**config.mk**
```make
export PLATFORM = sky130hd
export DESIGN_NAME = distance_band_haptic_pulser
export DESIGN_NICKNAME = d
export VERILOG_FILES = /design/src/dbhp_pkg.sv /design/src/dbhp_ctrl.sv /design/src/dbhp_chan.sv /design/src/distance_band_haptic_pulser.sv
export SDC_FILE = /design/constraint.sdc
export NUM_CORES = 1
export LEC_CHECK = 0
export BUFFER_PORTS_ARGS = -buffer_cell sky130_fd_sc_hd__buf_2
export CAP_MARGIN = 20
export CORE_MARGIN = 3
export CORE_UTILIZATION = 60
export DETAILED_ROUTE_END_ITERATION = 10
export PLACE_DENSITY = 0.76
export SLEW_MARGIN = 20
export SYNTH_ARGS = -nofsm -noshare
export SYNTH_HDL_FRONTEND = slang
export SYNTH_SLANG_ARGS = --single-unit
```
**constraint.sdc**
```tcl
create_clock -name clk -period 14.91 [get_ports clk]
set_clock_uncertainty 0.05 [all_clocks]
set_input_delay 1.491 -clock clk [delete_from_list [all_inputs] [get_ports clk]]
set_output_delay 1.491 -clock clk [all_outputs]
set_load 0.1 [all_outputs]
```
**src/dbhp_pkg.sv**
```systemverilog
// Shared types and constants for the distance band haptic pulser.
// No dependencies; every module of the block imports this package.
package dbhp_pkg;

	// Number of range channels, each with one motor.
	localparam int CHANNELS = 3;
	// Drive fields on the result port.
	localparam int OUT_DRIVES = 3;

	localparam int DIST_W = 16;
	localparam int TIME_W = 32;
	localparam int REG_W = 16;
	localparam int IDX_W = 3;
	localparam int CHAN_W = 2;

	// Item kinds.
	typedef enum logic [1:0] {
		ACT_SAMPLE = 2'd0,
		ACT_TICK   = 2'd1,
		ACT_BUTTON = 2'd2,
		ACT_NONE   = 2'd3
	} action_t;

	// Configuration register indexes.
	localparam logic [IDX_W-1:0] REG_NEAR_LIMIT = 3'd0;
	localparam logic [IDX_W-1:0] REG_BAND_ONE   = 3'd1;
	localparam logic [IDX_W-1:0] REG_BAND_TWO   = 3'd2;
	localparam logic [IDX_W-1:0] REG_MAX_RANGE  = 3'd3;
	localparam logic [IDX_W-1:0] REG_FAST       = 3'd4;
	localparam logic [IDX_W-1:0] REG_MID        = 3'd5;
	localparam logic [IDX_W-1:0] REG_SLOW       = 3'd6;
	localparam logic [IDX_W-1:0] REG_LOCKOUT    = 3'd7;

	// Configuration register file.
	typedef struct packed {
		logic [REG_W-1:0] near_limit_mm;
		logic [REG_W-1:0] band_one_top_mm;
		logic [REG_W-1:0] band_two_top_mm;
		logic [REG_W-1:0] max_range_mm;
		logic [REG_W-1:0] fast_period_ms;
		logic [REG_W-1:0] mid_period_ms;
		logic [REG_W-1:0] slow_period_ms;
		logic [REG_W-1:0] button_lockout_ms;
	} cfg_t;

	localparam cfg_t CFG_RESET = '{
		near_limit_mm:     16'd200,
		band_one_top_mm:   16'd500,
		band_two_top_mm:   16'd1000,
		max_range_mm:      16'd2000,
		fast_period_ms:    16'd50,
		mid_period_ms:     16'd100,
		slow_period_ms:    16'd250,
		button_lockout_ms: 16'd200
	};

	// Per-item control from the enable/time unit to the channels.
	typedef struct packed {
		logic              sample_ok;
		logic              clear;
		logic              enabled;
		logic [TIME_W-1:0] now;
	} ctl_t;

endpackage

```
**src/dbhp_ctrl.sv**
```systemverilog
// Millisecond counter, button lockout and motor enable of the pulser.
// Depends on dbhp_pkg for the action codes and the control struct.
module dbhp_ctrl import dbhp_pkg::*; (
	input  logic              clk,
	input  logic              arst_n,
	input  logic              adv,
	input  logic [1:0]        action,
	input  logic              button_low,
	input  logic [REG_W-1:0]  lockout_ms,
	output ctl_t              ctl
);

	logic [TIME_W-1:0] ms_q, ms_d;
	logic [TIME_W-1:0] press_q, press_d;
	logic              en_q, en_d;
	logic [TIME_W-1:0] since_press;

	assign since_press = ms_q - press_q;

	// Apply the action of the item in stage one to the time and enable state.
	always_comb begin
		ms_d = ms_q;
		press_d = press_q;
		en_d = en_q;
		case (action_t'(action))
			ACT_TICK: begin
				ms_d = ms_q + 32'd1;
			end
			ACT_BUTTON: begin
				if (button_low && (since_press > {16'd0, lockout_ms})) begin
					en_d = ~en_q;
					press_d = ms_q;
				end
			end
			default: begin
			end
		endcase
	end

	assign ctl.sample_ok = (action_t'(action) == ACT_SAMPLE) && en_q;
	assign ctl.clear = ~en_d;
	assign ctl.enabled = en_d;
	assign ctl.now = ms_d;

	// State updates once per processed transaction.
	always_ff @(posedge clk or negedge arst_n) begin
		if (!arst_n) begin
			ms_q <= '0;
			press_q <= '0;
			en_q <= 1'b1;
		end else if (adv) begin
			ms_q <= ms_d;
			press_q <= press_d;
			en_q <= en_d;
		end
	end

endmodule

```
**src/dbhp_chan.sv**
```systemverilog
// One motor channel: band decode, blink period and flip timing.
// Depends on dbhp_pkg for the register struct and the control struct.
module dbhp_chan import dbhp_pkg::*; (
	input  logic              clk,
	input  logic              arst_n,
	input  logic              adv,
	input  logic              hit,
	input  logic [DIST_W-1:0] distance_mm,
	input  cfg_t              cfg,
	input  ctl_t              ctl,
	output logic              drive_next
);

	logic [REG_W-1:0]  per_q, per_a;
	logic [TIME_W-1:0] last_q;
	logic              tog_q, tog_d;
	logic              drv_q, drv_a;
	logic [TIME_W-1:0] elapsed;
	logic              flip;

	// Sample decode, then forced silence while the motors are disabled.
	always_comb begin
		per_a = per_q;
		drv_a = drv_q;
		if (hit) begin
			if (distance_mm == '0 || distance_mm > cfg.max_range_mm) begin
				per_a = '0;
				drv_a = 1'b0;
			end else if (distance_mm < cfg.near_limit_mm) begin
				per_a = '0;
				drv_a = 1'b1;
			end else if (distance_mm <= cfg.band_one_top_mm) begin
				per_a = cfg.fast_period_ms;
			end else if (distance_mm <= cfg.band_two_top_mm) begin
				per_a = cfg.mid_period_ms;
			end else begin
				per_a = cfg.slow_period_ms;
			end
		end
		if (ctl.clear) begin
			per_a = '0;
			drv_a = 1'b0;
		end
	end

	// Flip check against the wrapping elapsed time.
	assign elapsed = ctl.now - last_q;
	assign flip = (per_a != '0) && (elapsed >= {16'd0, per_a});
	assign tog_d = tog_q ^ flip;
	assign drive_next = flip ? tog_d : drv_a;

	always_ff @(posedge clk or negedge arst_n) begin
		if (!arst_n) begin
			per_q <= '0;
			last_q <= '0;
			tog_q <= 1'b0;
			drv_q <= 1'b0;
		end else if (adv) begin
			per_q <= per_a;
			tog_q <= tog_d;
			drv_q <= drive_next;
			if (flip) begin
				last_q <= ctl.now;
			end
		end
	end

endmodule

```
**src/distance_band_haptic_pulser.sv**
```systemverilog
// Top level of the distance band haptic pulser: ports, registers, stages.
// Depends on dbhp_pkg, dbhp_ctrl and dbhp_chan.
//
// Each accepted transaction (a distance sample, a millisecond tick or a
// button event) yields exactly one result carrying the three motor drives
// and the enable state after that item. The block takes one transaction per
// clock while the result side keeps up: an item is registered in stage one,
// processed by one pass of compare and subtract logic that updates the
// channel and timing state, and its result is registered as stage one advances.
// An output stall holds the item in stage one, which then keeps the next
// item out. Configuration writes take effect at once and should only be made
// while no transaction is in flight.
module distance_band_haptic_pulser import dbhp_pkg::*; (
	input  logic              clk,
	input  logic              arst_n,
	// Configuration write port
	input  logic              cfg_we,
	input  logic [IDX_W-1:0]  cfg_index,
	input  logic [REG_W-1:0]  cfg_data,
	// Input channel
	input  logic              in_valid,
	output logic              in_ready,
	input  logic [1:0]        action,
	input  logic [CHAN_W-1:0] channel,
	input  logic [DIST_W-1:0] distance_mm,
	input  logic              button_low,
	// Result channel
	output logic              out_valid,
	input  logic              out_ready,
	output logic              drive_forward,
	output logic              drive_left,
	output logic              drive_right,
	output logic              motors_enabled
);

	cfg_t              cfg_q;
	logic              valid_s1;
	logic [1:0]        action_s1;
	logic [CHAN_W-1:0] channel_s1;
	logic [DIST_W-1:0] distance_s1;
	logic              button_s1;
	logic              out_valid_q;
	logic              adv;
	ctl_t              ctl;
	logic [CHANNELS-1:0]   hit;
	logic [CHANNELS-1:0]   drv_next;
	logic [OUT_DRIVES-1:0] drv_pad;
	logic [OUT_DRIVES-1:0] drv_q;
	logic                  en_q;

	// Configuration registers.
	always_ff @(posedge clk or negedge arst_n) begin
		if (!arst_n) begin
			cfg_q <= CFG_RESET;
		end else if (cfg_we) begin
			case (cfg_index)
				REG_NEAR_LIMIT: cfg_q.near_limit_mm <= cfg_data;
				REG_BAND_ONE:   cfg_q.band_one_top_mm <= cfg_data;
				REG_BAND_TWO:   cfg_q.band_two_top_mm <= cfg_data;
				REG_MAX_RANGE:  cfg_q.max_range_mm <= cfg_data;
				REG_FAST:       cfg_q.fast_period_ms <= cfg_data;
				REG_MID:        cfg_q.mid_period_ms <= cfg_data;
				REG_SLOW:       cfg_q.slow_period_ms <= cfg_data;
				REG_LOCKOUT:    cfg_q.button_lockout_ms <= cfg_data;
				default: begin
				end
			endcase
		end
	end

	// Stage one advances when the result register is free or being drained.
	assign adv = valid_s1 && (!out_valid_q || out_ready);
	assign in_ready = !valid_s1 || adv;

	// Input register.
	always_ff @(posedge clk or negedge arst_n) begin
		if (!arst_n) begin
			valid_s1 <= 1'b0;
		end else if (in_ready) begin
			valid_s1 <= in_valid;
		end
	end

	always_ff @(posedge clk) begin
		if (in_ready && in_valid) begin
			action_s1 <= action;
			channel_s1 <= channel;
			distance_s1 <= distance_mm;
			button_s1 <= button_low;
		end
	end

	// Time base, button lockout and enable.
	dbhp_ctrl u_ctrl (
		.clk        (clk),
		.arst_n     (arst_n),
		.adv        (adv),
		.action     (action_s1),
		.button_low (button_s1),
		.lockout_ms (cfg_q.button_lockout_ms),
		.ctl        (ctl)
	);

	// One unit per motor channel.
	for (genvar i = 0; i < CHANNELS; i++) begin : g_chan
		assign hit[i] = ctl.sample_ok && (int'(channel_s1) == i);
		dbhp_chan u_chan (
			.clk         (clk),
			.arst_n      (arst_n),
			.adv         (adv),
			.hit         (hit[i]),
			.distance_mm (distance_s1),
			.cfg         (cfg_q),
			.ctl         (ctl),
			.drive_next  (drv_next[i])
		);
	end

	// Drive fields without a channel read zero.
	for (genvar k = 0; k < OUT_DRIVES; k++) begin : g_pad
		if (k < CHANNELS) begin : g_used
			assign drv_pad[k] = drv_next[k];
		end else begin : g_zero
			assign drv_pad[k] = 1'b0;
		end
	end

	// Result register.
	always_ff @(posedge clk or negedge arst_n) begin
		if (!arst_n) begin
			out_valid_q <= 1'b0;
		end else if (adv) begin
			out_valid_q <= 1'b1;
		end else if (out_ready) begin
			out_valid_q <= 1'b0;
		end
	end

	always_ff @(posedge clk) begin
		if (adv) begin
			drv_q <= drv_pad;
			en_q <= ctl.enabled;
		end
	end

	assign out_valid = out_valid_q;
	assign drive_forward = drv_q[0];
	assign drive_left = drv_q[1];
	assign drive_right = drv_q[2];
	assign motors_enabled = en_q;

	// A disabled result never shows a running motor.
	a_disabled_off: assert property (@(posedge clk) disable iff (!arst_n)
		out_valid_q && !en_q |-> !drv_q[0] && !drv_q[1] && !drv_q[2])
		else $error("drive active while motors disabled");

	// A stalled item in stage one is not dropped.
	a_s1_hold: assert property (@(posedge clk) disable iff (!arst_n)
		valid_s1 && !adv |=> valid_s1)
		else $error("stage one item lost under stall");

	// A new result only appears after stage one held an item.
	a_out_source: assert property (@(posedge clk) disable iff (!arst_n)
		$rose(out_valid_q) |-> $past(valid_s1))
		else $error("result without a source transaction");

endmodule

```
==> results of run 1 <==
==> worst max-delay path by stage <==
stage | start | cells past startpoint | endpoint
final | u_ctrl.ms_q[0]$_DFFE_PN0P_ | 34 | g_chan[2].u_chan.last_q[25]$_DFFE_PN0P_
after global routing | u_ctrl.ms_q[0]$_DFFE_PN0P_ | 34 | g_chan[2].u_chan.last_q[21]$_DFFE_PN0P_
after CTS | u_ctrl.ms_q[0]$_DFFE_PN0P_ | 34 | g_chan[0].u_chan.last_q[8]$_DFFE_PN0P_
after detailed placement | u_ctrl.ms_q[0]$_DFFE_PN0P_ | 34 | g_chan[0].u_chan.last_q[8]$_DFFE_PN0P_
after global placement | u_ctrl.ms_q[0]$_DFFE_PN0P_ | 34 | g_chan[0].u_chan.last_q[21]$_DFFE_PN0P_
after floorplan | u_ctrl.ms_q[0]$_DFFE_PN0P_ | 37 | g_chan[2].u_chan.last_q[24]$_DFFE_PN0P_
==> routing by layer <==
layer	wire, µm	vias up
li1	-	10300
met1	31800	10500
met2	32100	678
met3	3800	171
met4	2570	0
met5	0	-
==> power by group <==
group | internal [W] | switching [W]
combinational | 0.00120 | 0.00161
sequential | 0.00116 | 0.0000870
clock | 0.000717 | 0.000441
==> through the flow <==
step / worst slack (ns) / hold WS, ns
after CTS: 6.06 / 0.416
after detailed placement: 6.13 / 0.404
after floorplan: 7.78 / 0.384
after global placement: 6.31 / 0.398
final: 6.13 / 0.416
after global routing: 5.48 / 0.439
==> logic make-up after synthesis <==
group / Yosys count / synth area share [%]
and+or+nand+nor: 800 / 14.7
muxes: 252 / 10.8
buffers and inverters: 358 / 5.62
xor gates and xnor gates: 152 / 4.98
adders and majority gates: 256 / 12.1
AOI/OAI and AO/OA: 680 / 16.5
DFF: 370 / 35.3
==> state kept, by name, summed over array words and instances, names as in the netlist <==
signal	cells
u_ctrl.en_q	1
channel_s1	2
distance_s1	16
u_ctrl.ms_q	32
drv_q	3
valid_s1	1
u_ctrl.press_q	32
g_chan.u_chan.drv_q	3
g_chan.u_chan.per_q	48
g_chan.u_chan.last_q	96
motors_enabled	1
cfg_q	128
button_s1	1
action_s1	2
g_chan.u_chan.tog_q	3
out_valid	1
==> critical path: cells and delay by family, from the launching register on <==
kind	cells	cell delay (ns)
AOI/OAI and AO/OA	13	2.39
muxes	1	0.41
buffers and inverters	1	0.10
and+or+nand+nor	14	3.77
xor gates and xnor gates	1	0.15
adders and majority gates	4	1.27
DFF	1	0.43
==> final cells by class <==
cell class / instances / area, µm²
fill: 3516 / 14500
tap: 585 / 732
timing repair buffer: 87 / 542
inverter: 254 / 953
sequential: 370 / 9430
multi-input combinational: 2140 / 15800
clock inverter: 16 / 305
clock buffer: 63 / 1270
==> layout by cell type (no fill, tap or decap), types with 26 or more instances in the layout <==
| master | n |
|---|---|
| mux2i_1 | 40 |
| o21a_1 | 30 |
| a21oi_1 | 191 |
| buf_2 | 49 |
| xnor2_1 | 92 |
| a21o_1 | 59 |
| dfrtp_1 | 308 |
| nand4_1 | 59 |
| nand3_1 | 50 |
| nor3_1 | 40 |
| xor2_1 | 60 |
| nor4_1 | 27 |
| nor2b_1 | 26 |
| nor2_1 | 142 |
| o21ai_0 | 180 |
| nand2_1 | 309 |
| clkbuf_16 | 43 |
| ha_1 | 252 |
| buf_4 | 36 |
| dfstp_2 | 37 |
| mux2_2 | 170 |
| mux2_4 | 28 |
| inv_1 | 254 |
==> impl_metrics.tcl, run 1 <==
set metrics [dict create \
    status "complete, no violations" \
    synth_edf_count 25 \
    grt_max_degree 128 \
    syn_nets 3169 \
    cts-root-buf "clkbuf_16" \
    yosys.area.top_type "dfrtp_1" \
    syn_area_um2 26700 \
    cp_slowest_cell "nor2_1" \
    post_cts_buffers 0 \
    cts_max_level 2 \
    dp_hpwl_mm 52.4 \
    synth-seq-cells 370 \
    grt-ovfl-total 0 \
    postCtsHoldBufs 0 \
    regToRegEndpoint "g_chan[2].u_chan.last_q[25]$_DFFE_PN0P_" \
    drt-wirelength-per-cell_um 20.0 \
    synth_cell_type_count 101 \
    routed_wl_mm 70.3 \
    final_antenna_net_count 0 \
    dieArea_um2 47100 \
    fin_crit_sh_pct 58.9 \
    clock_sinks 370 \
    cp-end-kind "flip-flop" \
    cp.arrival_ns 9.18 \
    nNetsFinal 3197 \
    via_count 21700 \
    yosysWarnings 0 \
    antenna_found_initial 0 \
    yosysTopAreaCellShare_pct 28.9 \
    cts_made_buffers 43 \
    cpPeakStageDelay_ns 0.75 \
    cp-start-kind "flip-flop" \
    cp_data_required_time_ns 15.31 \
    clk_pin_slew_worst_paths_ns 0.06 \
    hold_path_depth 1 \
    drv_slew 0 \
    grtUsageTotal_pct 29.9 \
    first_pass_iters 5 \
    max_cap_violations 0 \
    yosysSeqAreaShare_pct 35.3 \
    postSynthCellCount 2868 \
    grt_pass1_wl_mm 114 \
    ios 51 \
    path_common_cell "a21oi_1" \
    min-delay-start "g_chan[0].u_chan.tog_q$_DFFE_PN0P_" \
    use_met3_pct 3.25 \
    drtIter0Drc 1746 \
    synth_common_cells "nand2_1, dfrtp_1, inv_1, ha_1, a21oi_1" \
    drive_gt1_share_pct 15.2 \
    max_freq_ghz 0.114 \
    vias_per_cell 6.18 \
    use_met2_pct 48.0 \
    timing.rr.start "u_ctrl.ms_q[0]$_DFFE_PN0P_" \
    die_h_um 217 \
    dp_cells 3436 \
    antenna_cells 0 \
    vdd_drop_max_uv 167 \
    avgSynthCellArea_um2 9.31 \
    syn_to_final_growth_pct 8.77 \
    final_cells 3515 \
    rrSetupSlack_ns 6.13 \
    drc 0 \
    gp_congestion 0.919 \
    critical_path.max_fanout 33 \
    grt_busiest_layer "met2" \
    synth-main-ff-cell "dfrtp_1" \
    maxSlewHeadroom_pct 32.9 \
    crit_type "reg2reg" \
    synth.top_cells.by_area "dfrtp_1, ha_1, mux2_2" \
    rsz0062_at_grt "false" \
    p_per_area_nw_per_um2 180 \
    finalCriticalPeriod_ns 8.78 \
    grt_pass1_vias 21500 \
    synth_most_common_cell "nand2_1" \
    setup_viol_count_final 0 \
    setup_tns_ns 0 \
    tritoncts "yes" \
    rr_worst_depth 34 \
    core_area_um2 43600 \
    worstSkewPairLatency_ns 0.59 \
    hold_end "g_chan[0].u_chan.tog_q$_DFFE_PN0P_" \
    chipWidth_um 217 \
    total_power_w 0.00522 \
    post_dp_cell_area_um2 27500 \
    start_util_pct 61.3 \
    tightest_slew_ns 1.01 \
    utilization_pct 66.7 \
    hp-class "reg2reg" \
    io_buffers 50 \
    hold_viol_final 0 \
    p_leak_nw 13.7 \
    design_area_um2 29100 \
    cts_max_path_buffers 3 \
    async_flop_share_pct 93.2 \
    cts_resized 0 \
    grtUsageMet1_pct 42.4 \
    rows 76 \
]
Power figures use the tool's default switching activity.
==> inputs of run 2 (changes only) <==
clock period = 9.2 ns   (was 14.91 ns; I/O delays follow)
==> run 2 against run 1 <==
  * Register-to-register slack worse by 5.5 ns
  * Sequential power is 62% higher
  * Cell count is 0.23% higher
  * Clock power increased by 50%
  * Sequential cell count unchanged
==> impl_metrics.tcl, run 2 (synthesized netlist as in run 1, its figures left out) <==
set metrics [dict create \
    status "complete, no violations" \
    fin_crit_sh_pct 92.8 \
    rr_worst_depth 34 \
    cp.arrival_ns 8.93 \
    worstSkewPairLatency_ns 0.59 \
    cts_max_level 2 \
    tritoncts "yes" \
    tightest_slew_ns 1.09 \
    final_cell_mix "nand2_1, dfrtp_1, inv_1, ha_1, a21oi_1" \
    rsz0062_at_grt "false" \
    nFillCells 3598 \
    clock_sinks 370 \
    critPathBufInv 1 \
    ios 51 \
    maxSlewHeadroom_pct 27.4 \
    drtIter0Drc 1899 \
    syn_to_final_growth_pct 8.47 \
    mostFrequentLayoutCell "nand2_1" \
    regMostFlops "cfg_q" \
    cp-start-kind "flip-flop" \
    cts_made_buffers 43 \
    reg.largest.list "cfg_q (128), g_chan.u_chan.last_q (96), g_chan.u_chan.per_q (48)" \
    drive_gt1_share_pct 15.1 \
    chipWidth_um 217 \
    antenna_found_initial 1 \
    nNetsFinal 3203 \
    rows 76 \
    timing.rr.start "u_ctrl.ms_q[0]$_DFFE_PN0P_" \
    largest_reg_flops 128 \
    setup_tns_ns 0 \
    path_common_cell "a21oi_1" \
    cp_data_required_time_ns 9.59 \
    clk_pin_slew_worst_paths_ns 0.06 \
    p_leak_nw 13.6 \
    whs_ns 0.357 \
    postCtsHoldBufs 0 \
    grt_max_degree 156 \
    routed_wl_mm 70.7 \
    final_antenna_net_count 0 \
    first_pass_iters 5 \
    start_util_pct 61.3 \
    dp_hpwl_mm 53.3 \
    cpPeakStageDelay_ns 0.67 \
    regToRegEndpoint "g_chan[0].u_chan.last_q[25]$_DFFE_PN0P_" \
    dp_cells 3442 \
    via_count 21900 \
    core_area_um2 43600 \
    worst_slack_ns 0.663 \
    p_per_area_nw_per_um2 289 \
    gp_congestion 0.961 \
    cts_max_path_buffers 3 \
    hold_viol_final 0 \
    io_buffers 50 \
    rrSetupSlack_ns 0.66 \
    cp-end-kind "flip-flop" \
    hp-class "in2async" \
    grt_pass1_vias 21900 \
    max_freq_ghz 0.117 \
    startpoint "u_ctrl.ms_q[0]$_DFFE_PN0P_" \
    final_cells 3523 \
    die_h_um 217 \
    dieArea_um2 47100 \
    crit_end "g_chan[0].u_chan.last_q[25]$_DFFE_PN0P_" \
    vias_per_cell 6.21 \
    vdd_drop_max_uv 190 \
    post_cts_buffers 0 \
    grt-ovfl-total 0 \
    utilization_pct 66.5 \
    multiInputGateArea_um2 15800 \
    setup_viol_count_final 0 \
    grtUsageTotal_pct 30.1 \
    drc 0 \
    cts-root-buf "clkbuf_16" \
    ff_latch_area_um2 9430 \
    drt-wirelength-per-cell_um 20.1 \
    crit_family "simple AND/OR/NAND/NOR gates" \
    pre_cts_ws_ns 0.671 \
    crit_type "reg2reg" \
    worst-path-stages 34 \
    finalCriticalPeriod_ns 8.54 \
    max_cap_violations 0 \
    cp_slowest_cell "nor2_1" \
    grt_pass1_wl_mm 115 \
    critical_path.max_fanout 33 \
    drv_slew 0 \
]
run 2: stage by stage:
step	power [W]	instance area (µm²)
floorplan	0.00546	26700
global placement	0.00642	27500
detailed placement	0.00656	27500
CTS	0.00834	29000
global route	0.00902	29000
finish	0.00837	29000
run 2: layout make-up:
| class | instances | area share [%] |
|---|---|---|
| Clock inverter | 19 | 0.825 |
| Clock buffer | 61 | 4.16 |
| Inverter | 254 | 3.29 |
| Sequential cell | 370 | 32.5 |
| Multi-Input combinational cell | 2140 | 54.6 |
| Tap cell | 585 | 2.53 |
| Antenna cell | 1 | 0.00864 |
| Timing Repair Buffer | 93 | 2.07 |
run 2: worst min-delay path by stage:
stage	startpoint	endpoint	slack (ns)	cells after the start
2_1_floorplan	g_chan[0].u_chan.tog_q$_DFFE_PN0P_	g_chan[0].u_chan.tog_q$_DFFE_PN0P_	0.38	1
3_3_place_gp	g_chan[1].u_chan.tog_q$_DFFE_PN0P_	g_chan[1].u_chan.tog_q$_DFFE_PN0P_	0.41	1
3_5_place_dp	g_chan[1].u_chan.tog_q$_DFFE_PN0P_	g_chan[1].u_chan.tog_q$_DFFE_PN0P_	0.41	1
4_1_cts	arst_n	u_ctrl.press_q[29]$_DFFE_PN0P_	0.39	1
5_1_grt	arst_n	u_ctrl.press_q[29]$_DFFE_PN0P_	0.42	1
6_report	arst_n	u_ctrl.ms_q[25]$_DFFE_PN0P_	0.36	1
run 2: power breakdown:
| part | switching, W | internal, W |
|---|---|---|
| clock network | 0.000705 | 0.00103 |
| logic | 0.00265 | 0.00196 |
| registers | 0.000141 | 0.00188 |
run 2: what timing repair did:
action,in CTS,in global routing
gates resized for setup,0,1
endpoints found under the hold margin,0,0
endpoints found under the setup margin,0,28
run 2: metal layers:
| metal | vias up | wire length (µm) | global-route usage [%] |
|---|---|---|---|
| li1 | 10300 | - | - |
| met1 | 10700 | 31700 | 42.1 |
| met2 | 682 | 32200 | 48.0 |
| met3 | 174 | 4350 | 4.57 |
| met4 | 0 | 2460 | 10.4 |
| met5 | - | 0 | 0 |
run 2: worst reg2reg max path, delay by kind of cell, from the launching register on:
kind                     cells  cell delay (ns)
adder cells (fa/ha/maj)      4             1.30
AO/OA/AOI/OAI               11             1.57
AND/OR/NAND/NOR             16             4.36
buffers and inverters        1             0.10
flip-flops                   1             0.42
XOR/XNOR                     1             0.15
multiplexers                 1             0.46
